==> src/hw/rtl/hsf_pkg.sv <==
package hsf_pkg;

  // Input kinds carried on s_tuser
  localparam logic [1:0] FUNC_BYTE = 2'd0;
  localparam logic [1:0] FUNC_TICK = 2'd1;
  localparam logic [1:0] FUNC_LERR = 2'd2;

  // Configuration register indexes
  localparam logic [1:0] REG_HEADER  = 2'd0;
  localparam logic [1:0] REG_LENGTH  = 2'd1;
  localparam logic [1:0] REG_TIMEOUT = 2'd2;

  localparam logic [7:0]  HEADER_RESET  = 8'h59;
  localparam logic [4:0]  LENGTH_RESET  = 5'd7;
  localparam logic [7:0]  TIMEOUT_RESET = 8'd3;
  localparam logic [15:0] COUNT_MAX     = 16'hFFFF;
  localparam logic [8:0]  IDLE_MAX      = 9'h1FF;

  typedef struct packed {
    logic [7:0] header_byte;
    logic [4:0] frame_len;      // clamped to 2..MAX_FRAME_BYTES
    logic [7:0] timeout_ticks;
  } cfg_t;

  typedef enum logic [2:0] {
    ST_IDLE,
    ST_CHK_RD,
    ST_CHK_ACC,
    ST_REJECT,
    ST_EMIT_RD,
    ST_EMIT_WR
  } state_t;

endpackage

==> src/hw/rtl/hsf_ram.sv <==
module hsf_ram #(
  parameter int WIDTH = 8,
  parameter int DEPTH = 16
) (
  input  logic                     clk,
  input  logic                     we,
  input  logic [$clog2(DEPTH)-1:0] waddr,
  input  logic [WIDTH-1:0]         wdata,
  input  logic                     re,
  input  logic [$clog2(DEPTH)-1:0] raddr,
  output logic [WIDTH-1:0]         rdata
);

  logic [WIDTH-1:0] mem [DEPTH];

  always_ff @(posedge clk) begin
    if (we) begin
      mem[waddr] <= wdata;
    end
    if (re) begin
      rdata <= mem[raddr];
    end
  end

endmodule

==> src/hw/rtl/hsf_cfg.sv <==
module hsf_cfg #(
  parameter int MAX_FRAME_BYTES = 16
) (
  input  logic          clk,
  input  logic          rst,
  input  logic          cfg_valid,
  output logic          cfg_ready,
  input  logic [1:0]    cfg_index,
  input  logic [7:0]    cfg_data,
  output hsf_pkg::cfg_t cfg
);
  import hsf_pkg::*;

  logic [7:0] header_byte;
  logic [4:0] frame_length;
  logic [7:0] timeout_ticks;

  assign cfg_ready = 1'b1;

  always_ff @(posedge clk) begin
    if (rst) begin
      header_byte   <= HEADER_RESET;
      frame_length  <= LENGTH_RESET;
      timeout_ticks <= TIMEOUT_RESET;
    end else if (cfg_valid && cfg_ready) begin
      case (cfg_index)
        REG_HEADER:  header_byte   <= cfg_data;
        REG_LENGTH:  frame_length  <= cfg_data[4:0];
        REG_TIMEOUT: timeout_ticks <= cfg_data;
        default: ;
      endcase
    end
  end

  always_comb begin
    cfg.header_byte   = header_byte;
    cfg.timeout_ticks = timeout_ticks;
    if (frame_length < 5'd2) begin
      cfg.frame_len = 5'd2;
    end else if (int'(frame_length) > MAX_FRAME_BYTES) begin
      cfg.frame_len = 5'(MAX_FRAME_BYTES);
    end else begin
      cfg.frame_len = frame_length;
    end
  end

endmodule

==> src/hw/rtl/header_sum_frame_receiver_unit.sv <==
// Channel  Dir  Beat fields (low bit up)
// s_*      in   tuser: func[1:0]; tdata: rx_data[7:0]
// m_*      out  tuser: status; tlast: last;
//               tdata: frame_byte[7:0], bad_frame_count[15:0], line_error_count[15:0]
// cfg_*    in   cfg_index[1:0] register, cfg_data[7:0] value; always ready
//
// A tick, a line error or a byte that does not finish a frame is taken in ST_IDLE.
// A finished frame is read back through the read port of the frame memory: each
// byte once to check the header and sum (ST_CHK_RD, ST_CHK_ACC), then, for a good
// frame, each byte again to emit it (ST_EMIT_RD, ST_EMIT_WR); a bad frame gives one
// rejection beat from ST_REJECT instead.
// A stalled m_tready holds the emitter; s_tready is low until the last beat of
// the frame sits in the output register.
// rst is synchronous; the frame memory needs no clearing pass.
module header_sum_frame_receiver_unit #(
  parameter int MAX_FRAME_BYTES = 16
) (
  input  logic        clk,
  input  logic        rst,
  input  logic        s_tvalid,
  output logic        s_tready,
  input  logic [7:0]  s_tdata,   // rx_data
  input  logic [1:0]  s_tuser,   // func
  output logic        m_tvalid,
  input  logic        m_tready,
  output logic [39:0] m_tdata,   // frame_byte, bad_frame_count, line_error_count
  output logic        m_tuser,   // status
  output logic        m_tlast,   // last
  input  logic        cfg_valid,
  output logic        cfg_ready,
  input  logic [1:0]  cfg_index,
  input  logic [7:0]  cfg_data
);
  import hsf_pkg::*;

  localparam int AW = $clog2(MAX_FRAME_BYTES);
  localparam int CW = $clog2(MAX_FRAME_BYTES + 1);

  cfg_t cfg;

  state_t        state, state_next;
  logic [CW-1:0] byte_count, byte_count_next;
  logic [8:0]    idle_ticks, idle_ticks_next;
  logic [15:0]   bad_frames, bad_frames_next;
  logic [15:0]   line_errors, line_errors_next;
  logic [AW-1:0] idx, idx_next;
  logic [7:0]    sum, sum_next;
  logic          hdr_ok, hdr_ok_next;
  logic [4:0]    flen, flen_next;

  logic        out_valid, out_valid_next;
  logic        out_status, out_status_next;
  logic        out_last, out_last_next;
  logic [7:0]  out_byte, out_byte_next;
  logic [15:0] out_bad, out_bad_next;
  logic [15:0] out_lerr, out_lerr_next;

  logic          mem_we, mem_re;
  logic [7:0]    mem_rdata;
  logic          in_fire, out_free, idx_last;
  logic [CW-1:0] count_inc;
  logic [8:0]    idle_inc;
  logic [15:0]   bad_inc, lerr_inc;

  hsf_cfg #(
    .MAX_FRAME_BYTES(MAX_FRAME_BYTES)
  ) u_cfg (
    .clk      (clk),
    .rst      (rst),
    .cfg_valid(cfg_valid),
    .cfg_ready(cfg_ready),
    .cfg_index(cfg_index),
    .cfg_data (cfg_data),
    .cfg      (cfg)
  );

  hsf_ram #(
    .WIDTH(8),
    .DEPTH(MAX_FRAME_BYTES)
  ) u_store (
    .clk  (clk),
    .we   (mem_we),
    .waddr(byte_count[AW-1:0]),
    .wdata(s_tdata),
    .re   (mem_re),
    .raddr(idx),
    .rdata(mem_rdata)
  );

  assign s_tready = (state == ST_IDLE);
  assign in_fire  = s_tvalid && s_tready;
  assign out_free = !out_valid || m_tready;
  assign idx_last = (int'(idx) == int'(flen) - 1);

  assign count_inc = (int'(byte_count) < MAX_FRAME_BYTES) ? byte_count + CW'(1) : byte_count;
  assign idle_inc  = (idle_ticks != IDLE_MAX) ? idle_ticks + 9'd1 : idle_ticks;
  assign bad_inc   = (bad_frames != COUNT_MAX) ? bad_frames + 16'd1 : bad_frames;
  assign lerr_inc  = (line_errors != COUNT_MAX) ? line_errors + 16'd1 : line_errors;

  assign mem_we = in_fire && (s_tuser == FUNC_BYTE) &&
                  (int'(byte_count) < MAX_FRAME_BYTES);
  assign mem_re = (state == ST_CHK_RD) || (state == ST_EMIT_RD);

  always_ff @(posedge clk) begin
    if (rst) begin
      state       <= ST_IDLE;
      byte_count  <= '0;
      idle_ticks  <= '0;
      bad_frames  <= '0;
      line_errors <= '0;
      out_valid   <= 1'b0;
    end else begin
      state       <= state_next;
      byte_count  <= byte_count_next;
      idle_ticks  <= idle_ticks_next;
      bad_frames  <= bad_frames_next;
      line_errors <= line_errors_next;
      out_valid   <= out_valid_next;
    end
  end

  always_ff @(posedge clk) begin
    idx        <= idx_next;
    sum        <= sum_next;
    hdr_ok     <= hdr_ok_next;
    flen       <= flen_next;
    out_status <= out_status_next;
    out_last   <= out_last_next;
    out_byte   <= out_byte_next;
    out_bad    <= out_bad_next;
    out_lerr   <= out_lerr_next;
  end

  always_comb begin
    state_next       = state;
    byte_count_next  = byte_count;
    idle_ticks_next  = idle_ticks;
    bad_frames_next  = bad_frames;
    line_errors_next = line_errors;
    idx_next         = idx;
    sum_next         = sum;
    hdr_ok_next      = hdr_ok;
    flen_next        = flen;
    out_valid_next   = out_valid && !m_tready;
    out_status_next  = out_status;
    out_last_next    = out_last;
    out_byte_next    = out_byte;
    out_bad_next     = out_bad;
    out_lerr_next    = out_lerr;

    case (state)
      ST_IDLE: begin
        if (in_fire) begin
          case (s_tuser)
            FUNC_BYTE: begin
              idle_ticks_next = '0;
              if (int'(count_inc) >= int'(cfg.frame_len)) begin
                byte_count_next = '0;
                flen_next       = cfg.frame_len;
                idx_next        = '0;
                sum_next        = '0;
                hdr_ok_next     = 1'b0;
                state_next      = ST_CHK_RD;
              end else begin
                byte_count_next = count_inc;
              end
            end
            FUNC_TICK: begin
              if (byte_count != '0) begin
                // drop the partial frame once it has sat too long
                if (idle_inc > {1'b0, cfg.timeout_ticks}) begin
                  byte_count_next = '0;
                  idle_ticks_next = '0;
                end else begin
                  idle_ticks_next = idle_inc;
                end
              end
            end
            FUNC_LERR: begin
              line_errors_next = lerr_inc;
              idle_ticks_next  = '0;
            end
            default: ;
          endcase
        end
      end
      ST_CHK_RD: begin
        state_next = ST_CHK_ACC;
      end
      ST_CHK_ACC: begin
        if (idx == '0) begin
          hdr_ok_next = (mem_rdata == cfg.header_byte);
        end
        if (idx_last) begin
          idx_next = '0;
          if (hdr_ok && (sum == mem_rdata)) begin
            state_next = ST_EMIT_RD;
          end else begin
            state_next = ST_REJECT;
          end
        end else begin
          sum_next   = sum + mem_rdata;
          idx_next   = idx + AW'(1);
          state_next = ST_CHK_RD;
        end
      end
      ST_REJECT: begin
        if (out_free) begin
          bad_frames_next = bad_inc;
          out_valid_next  = 1'b1;
          out_status_next = 1'b1;
          out_byte_next   = '0;
          out_last_next   = 1'b1;
          out_bad_next    = bad_inc;
          out_lerr_next   = line_errors;
          state_next      = ST_IDLE;
        end
      end
      ST_EMIT_RD: begin
        state_next = ST_EMIT_WR;
      end
      ST_EMIT_WR: begin
        // read data holds until the output register takes it
        if (out_free) begin
          out_valid_next  = 1'b1;
          out_status_next = 1'b0;
          out_byte_next   = mem_rdata;
          out_last_next   = idx_last;
          out_bad_next    = bad_frames;
          out_lerr_next   = line_errors;
          if (idx_last) begin
            state_next = ST_IDLE;
          end else begin
            idx_next   = idx + AW'(1);
            state_next = ST_EMIT_RD;
          end
        end
      end
      default: state_next = ST_IDLE;
    endcase
  end

  assign m_tvalid = out_valid;
  assign m_tuser  = out_status;
  assign m_tlast  = out_last;
  assign m_tdata  = {out_lerr, out_bad, out_byte};

endmodule

==> config.mk <==
export PLATFORM = sky130hd
export DESIGN_NAME = header_sum_frame_receiver_unit
export DESIGN_NICKNAME = d
export VERILOG_FILES = /design/src/hw/rtl/hsf_pkg.sv /design/src/hw/rtl/hsf_ram.sv /design/src/hw/rtl/hsf_cfg.sv /design/src/hw/rtl/header_sum_frame_receiver_unit.sv
export SDC_FILE = /design/constraint.sdc
export NUM_CORES = 1
export LEC_CHECK = 0
export ABC_CLOCK_PERIOD_IN_PS = 3200
export BUFFER_PORTS_ARGS = -buffer_cell sky130_fd_sc_hd__buf_2
export CORE_MARGIN = 3
export CORE_UTILIZATION = 54
export CTS_CLUSTER_DIAMETER = 40
export DETAILED_ROUTE_END_ITERATION = 6
export PLACE_DENSITY = 0.86
export RECOVER_POWER = 100
export SYNTH_ARGS = -nofsm -noshare
export SYNTH_HDL_FRONTEND = slang
export SYNTH_HIERARCHICAL = 1
export SYNTH_SLANG_ARGS = --single-unit
==> constraint.sdc <==
create_clock -name clk -period 3.2 [get_ports clk]
set_input_delay 0.64 -clock clk [delete_from_list [all_inputs] [get_ports clk]]
set_output_delay 0.64 -clock clk [all_outputs]
set_load 0.005 [all_outputs]
Word level (Yosys, flattened, before mapping)
Memories as Yosys holds them, arrays and structs flattened. A register that Yosys moved wholly into a read port is not among the register bits. Cells that the tools add are included.

ROM bits: 0. Register bits after elaboration: 131. Word-level logic and storage cells: 144. Bits in latches: 0. Output and inout bits: 45. Bits in writable memories: 128. Memories kept: 1. Input port bits: 25.

Reductions and logical operators: 35. Magnitude comparators: 5. Multiply operators: 0. Div/mod/pow operators: 0. Equal/unequal tests: 25. $add $sub $neg: 7. Shifts and indexed selects: 0. Multiplexer cells: 53. Bitwise gates (word level): 0.

Memory list: u_store.mem (depth 16, bits a word 8, read ports 1, clocked after Yosys merged registers in 1, write ports 1, line hsf_ram.sv:14) `logic [WIDTH-1:0] mem [DEPTH];`.

Operators by type and width (number): $mux W16 (3); $mux W8 (6); $add A16 B1 Y16 const B (2); $ne A16 B16 Y1 const B (2); $pmux W16 S2 (1); $pmux W8 S2 (2); $mux W5 (6); $mux W9 (3); $mux W3 (8); $mux W4 (6); $reduce_and A5 Y1 (4); $pmux W3 S6 (1); $pmux W9 S2 (1); $eq A8 B8 Y1 (2); $ne A2 B2 Y1 const B (7); $pmux W4 S3 (1); $reduce_and A4 Y1 (3); $mux W1 (11); $pmux W5 S2 (1); $reduce_and A2 Y1 (5); $add A9 B1 Y9 const B (1); $gt A9 B8 Y1 (1); $ne A9 B9 Y1 const B (1); $add A8 B8 Y8 (1); other kinds (27) (46).

Longest topological paths before layout
Depth after elaboration: 8. Depth in mapped cells: 14. Gate-level depth less buffers: 13.

By module
The synthesis kept the hierarchy.

By module, submodules not included: header_sum_frame_receiver_unit (times used 1, seq. area each 2802.7 µm², area an instance 5701.7 µm², cells each 557); hsf_ram (times used 1, seq. area each 4083.9 µm², area an instance 5227.5 µm², cells each 229); hsf_cfg (times used 1, seq. area each 420.4 µm², area an instance 938.4 µm², cells each 95).

Worst setup path before layout
Ideal clock, no wire load.

Path type: reg2reg. Start: register idle_ticks[0]. End: register idle_ticks[3]. Path buffers: 0. Data required time: 3.143 ns. Clock period less this slack: 3.055 ns. Data arrival time: 2.997 ns. Path slack: 0.145 ns. Cell stages (with the launch flop): 14. Library setup time: 0.057 ns. Path through: dfxtp_1 -> ha_1 -> nand2_1 -> nor3_1 -> nor2_1 -> nand3_1 -> xnor2_1 -> ha_1 -> o211a_1 -> a211oi_1 -> a211oi_1 -> or4_1 -> nor4_1 -> a21o_1.

Word-level cells in the longest chain between the ends: 6. Elaborated cells between the ends (all ways): 7. Classes of those cells: add/sub (1); order compare (1); eq/ne (1); mux (4).

RTL lines: start, declared (line header_sum_frame_receiver_unit.sv:43) `logic [8:0] idle_ticks, idle_ticks_next;`; start signal, assigned (line header_sum_frame_receiver_unit.sv:115) `idle_ticks <= idle_ticks_next;`; $add A9 B1 Y9 / $ne A9 B9 Y1 (equally long branches) (line header_sum_frame_receiver_unit.sv:96) `assign idle_inc = (idle_ticks != IDLE_MAX) ? idle_ticks + 9'd1 : idle_ticks;`; $mux W9 * (line header_sum_frame_receiver_unit.sv:96); $gt A9 B8 Y1 (line header_sum_frame_receiver_unit.sv:171) `if (idle_inc > {1'b0, cfg.timeout_ticks}) begin`; $mux W9 * (line header_sum_frame_receiver_unit.sv:171); $mux W9 * (line header_sum_frame_receiver_unit.sv:169) `if (byte_count != '0) begin`; $pmux W9 S2 * (line header_sum_frame_receiver_unit.sv:154) `case (s_tuser)`.

Every way passes the cells marked *; elsewhere a longest branch is shown, timed or not. The select of a mux whose other input is x is not followed. A chain may end at the register's enable or synchronous reset.

Worst setup path after layout
Same ends and word-level chain as after synthesis.

==> key figures <==
Run
  – Max-cap violations: 1

Clocking
  – Root buf cell: clkbuf_16
  – Clk slew on worst S/H paths: 0.05 ns
  – CTS Sinks: 267
  – CTS tree: yes
  – CTS H-tree lvls: 2
  – CTS Buf Count: 34
  – CTS max path bufs: 3
  – Clock Latency Late Sink: 0.51 ns

Worst setup path
  – Most frequent cell on the critical path: a211oi_2
  – Crit path max-delay cell type: or4_4
  – R2R depth: 13
  – Crit Reg-Reg Endpoint: idle_ticks[3]
  – Critical setup path kind: reg2reg
  – Top delay family on crit path: simple AND/OR/NAND/NOR gates
  – Worst Setup End Kind: register
  – Worst R2R Setup Slack: 0.15 ns
  – CP Data Required Time: 3.63 ns
  – Crit path DAT: 3.48 ns
  – Crit-path max FO: 5
  – Worst r2r src: idle_ticks[0]
  – Startpoint Class: register
  – CP Buf/Inv Count: 0
  – Cell breakdown of the critical path: ha_2, nand2_1, nor3_4, nor2_2, nand3_1, xnor2_1, ha_1, o211a_1, a211oi_2, a211oi_2, or4_4, o21bai_1, a21o_1
  – CP peak stage delay: 0.58 ns

Status
  – Violated checks: max-capacitance violations, max-slew violations
  – Outcome: finished, violations left

Detailed routing
  – DRC: 0
  – Vias per cell: 5.84
  – Number of DRC markers in iteration 0: 476
  – WL final: 24,100 µm
  – Post-route ant nets: 0
  – WL per Instance: 18.8 µm
  – DR pass1 iterations: 6
  – Total number of vias: 7,499

Timing
  – Worst-Margin Slew: 2.11 ns
  – Worst Slack Setup Final: 0.148 ns
  – Max Fclk: 0.328 GHz
  – Slew Viols, Final: 55
  – Hold WS: 0.433 ns
  – Final setup viols: 0
  – Min Tclk post-route: 3.05 ns
  – Tcrit/Tclk final: 95.4%
  – Final-report hold violation count: 0
  – Clk_skew: 0.0337 ns
  – Max-Slew Margin vs Limit: -40.5%
  – RSZ-0062 raised after global routing: yes

Placed design
  – Placed cells: 1,222
  – Hpwl dp: 15,500 µm
  – RePlAce Congestion: 0.901
  – PortBufs: 68
  – Area after DPL: 12,600 µm²
  – Dpl ws: -0.0402 ns

Global routing
  – Routing usage on met1: 26.2%
  – Largest net degree at the start of global routing: 55
  – First-pass GRT wire length: 38,500 µm
  – Number of global-route vias before repair: 7,439
  – Met2 Use GR: 34.1%
  – Total grt overflow: 0
  – GRT Overall Usage: 20.0%
  – Initial antenna violation count: 0
  – Most used routing layer: met2
  – Met3 Resource Use GR: 3.55%

Cells and area
  – Layout area overhead: 14.5%
  – Final instance area: 13,600 µm²
  – Final Non-Filler Cells: 1,285
  – Antenna diodes: 0
  – Fraction of layout cells with a size suffix above 1: 15.4%
  – Nets: 1,039
  – Filler cells: 1,511
  – Fin util: 63.8%

Floorplanning
  – FP Rows: 53
  – Die W: 154 µm
  – Initial Util: 55.8%
  – Core box area: 21,300 µm²
  – Die span in y: 154 µm
  – # IOs: 70
  – Die ar.: 23,800 µm²

Yosys
  – Seq/Total Area, Yosys: 61.6%
  – Synth top area cells: edfxtp_1, dfxtp_1, mux4_2, mux4_1, nor2_1
  – Synth warn: 6
  – Async SR Flop Fraction: 0%
  – Mean Syn Cell Area: 13.5 µm²
  – Syn nets: 935
  – Post-synth EDFFs: 196
  – Top-area cell type share of the netlist area: 49.6%
  – Most frequent cell after synthesis: edfxtp_1
  – Synthesized cell area: 11,900 µm²
  – Synth top cells by count: edfxtp_1, nor2_1, dfxtp_1
  – Seq cells post-synth: 267
  – Yosys cell types: 72
  – Top FF cell, synth: edfxtp_1
  – Synth area leader: edfxtp_1
  – Cells after synthesis: 881

Power
  – Total leakage power: 4.82 nW
  – Maximum vdd drop: 470 µV
  – Pwr Density: 664 nW/µm²

Worst hold path
  – Hold depth: 3
  – Hold path startpoint: cfg_data[1]
  – Hold Path End: u_cfg/header_byte[1]
  – Worst Hold Class: in2reg
-- cells by family (layout without fill, tap and decap cells) --
family / count (synthesis) / in the layout / synth area share, %
buf+inv: 62 / 191 / 2.61
other cells: 1 / 1 / 0.0316
fa+ha+maj: 29 / 29 / 3.12
flops: 267 / 267 / 61.6
simple gates: 306 / 306 / 13.2
compound gates: 91 / 91 / 5.71
xor+xnor: 65 / 65 / 4.80
mux: 60 / 60 / 8.92
-- layer usage --
layer	up-vias	part of all wire, %
li1	3511	-
met1	3659	40
met2	270	51
met3	59	6.6
met4	0	2.5
met5	-	0
-- registers in the layout, summed over array words and instances (netlist names) --
register and flops:
bad_frames 16, line_errors 16, sum 8, u_store/mem 128, idle_ticks 9, state 3
m_tlast 1, hdr_ok 1, u_cfg/timeout_ticks 8, u_store/rdata 8, idx 4, flen 5
out_byte 8, u_cfg/header_byte 8, m_tvalid 1, byte_count 5, m_tuser 1, out_lerr 16
out_bad 16, u_cfg/frame_length 5
-- cell usage in the layout (no fill, tap or decap), drive strengths merged, types with 4 or more instances in the layout --
master and count:
a211oi 6, a21o 4, a21oi 20, a22o 4
a22oi 18, a31oi 6, and2 4, and3 19
and4 5, buf 48, clkbuf 95, clkinv 11
dfxtp 71, edfxtp 196, ha 28, inv 34
mux2 4, mux2i 24, mux4 32, nand2 54
nand2b 27, nand3 27, nand3b 5, nand4 17
nor2 95, nor2b 13, nor3 22, nor4 6
o21a 4, o21ai 9, xnor2 29, xor2 36
-- repair_timing --
item                       4_1_cts  5_1_grt
gates cloned                     0        0
pin swaps                        1        3
gates resized for setup          3       15
setup endpoints to repair        5       11
hold buffers                     0        0
setup buffers                    1        1
-- cell type report --
class | instances | area (µm²) | area share (%)
Clock buffer | 43 | 936 | 6.89
Multi-Input combinational cell | 552 | 4270 | 31.4
Clock inverter | 18 | 144 | 1.06
Timing Repair Buffer | 100 | 468 | 3.44
Inverter | 30 | 113 | 0.829
Tap cell | 275 | 344 | 2.53
Sequential cell | 267 | 7310 | 53.8
-- worst register-to-register path, stage by stage, from the launching register on --
cell and delay [ns]:
dfxtp_2 0.34, ha_2 0.20, nand2_1 0.14, nor3_4 0.06
nor2_2 0.18, nand3_1 0.18, xnor2_1 0.17, ha_1 0.29
o211a_1 0.24, a211oi_2 0.22, a211oi_2 0.10, or4_4 0.58
o21bai_1 0.16, a21o_1 0.12
-- how the worst max path moves through the flow --
| stage | startpoint | end | slack, ns | cells past startpoint |
|---|---|---|---|---|
| 3_5_place_dp | idle_ticks[0] | idle_ticks[3] | -0.04 | 12 |
| 4_1_cts | idle_ticks[0] | idle_ticks[3] | 0.01 | 13 |
| 3_3_place_gp | idle_ticks[0] | idle_ticks[3] | 0.10 | 13 |
| 2_1_floorplan | idle_ticks[0] | idle_ticks[3] | 0.15 | 13 |
| 5_1_grt | idle_ticks[0] | idle_ticks[5] | -0.06 | 13 |
| 6_report | idle_ticks[0] | idle_ticks[3] | 0.15 | 13 |
-- through the flow --
stage	TNS, ns	power, mW
final	0	9.03
after global routing	-0.117	9.41
after CTS	0	9.10
after detailed placement	-0.0698	5.52
after global placement	0	5.47
after floorplan	0	5.14
-- where the power goes --
group          switching [mW]  internal [mW]  total [mW]
Sequential              0.149           3.92        4.07
Clock                    1.40           2.17        3.57
Combinational           0.787          0.602        1.39
Total                    2.33           6.69        9.03
(Power assumes the default switching activity.)
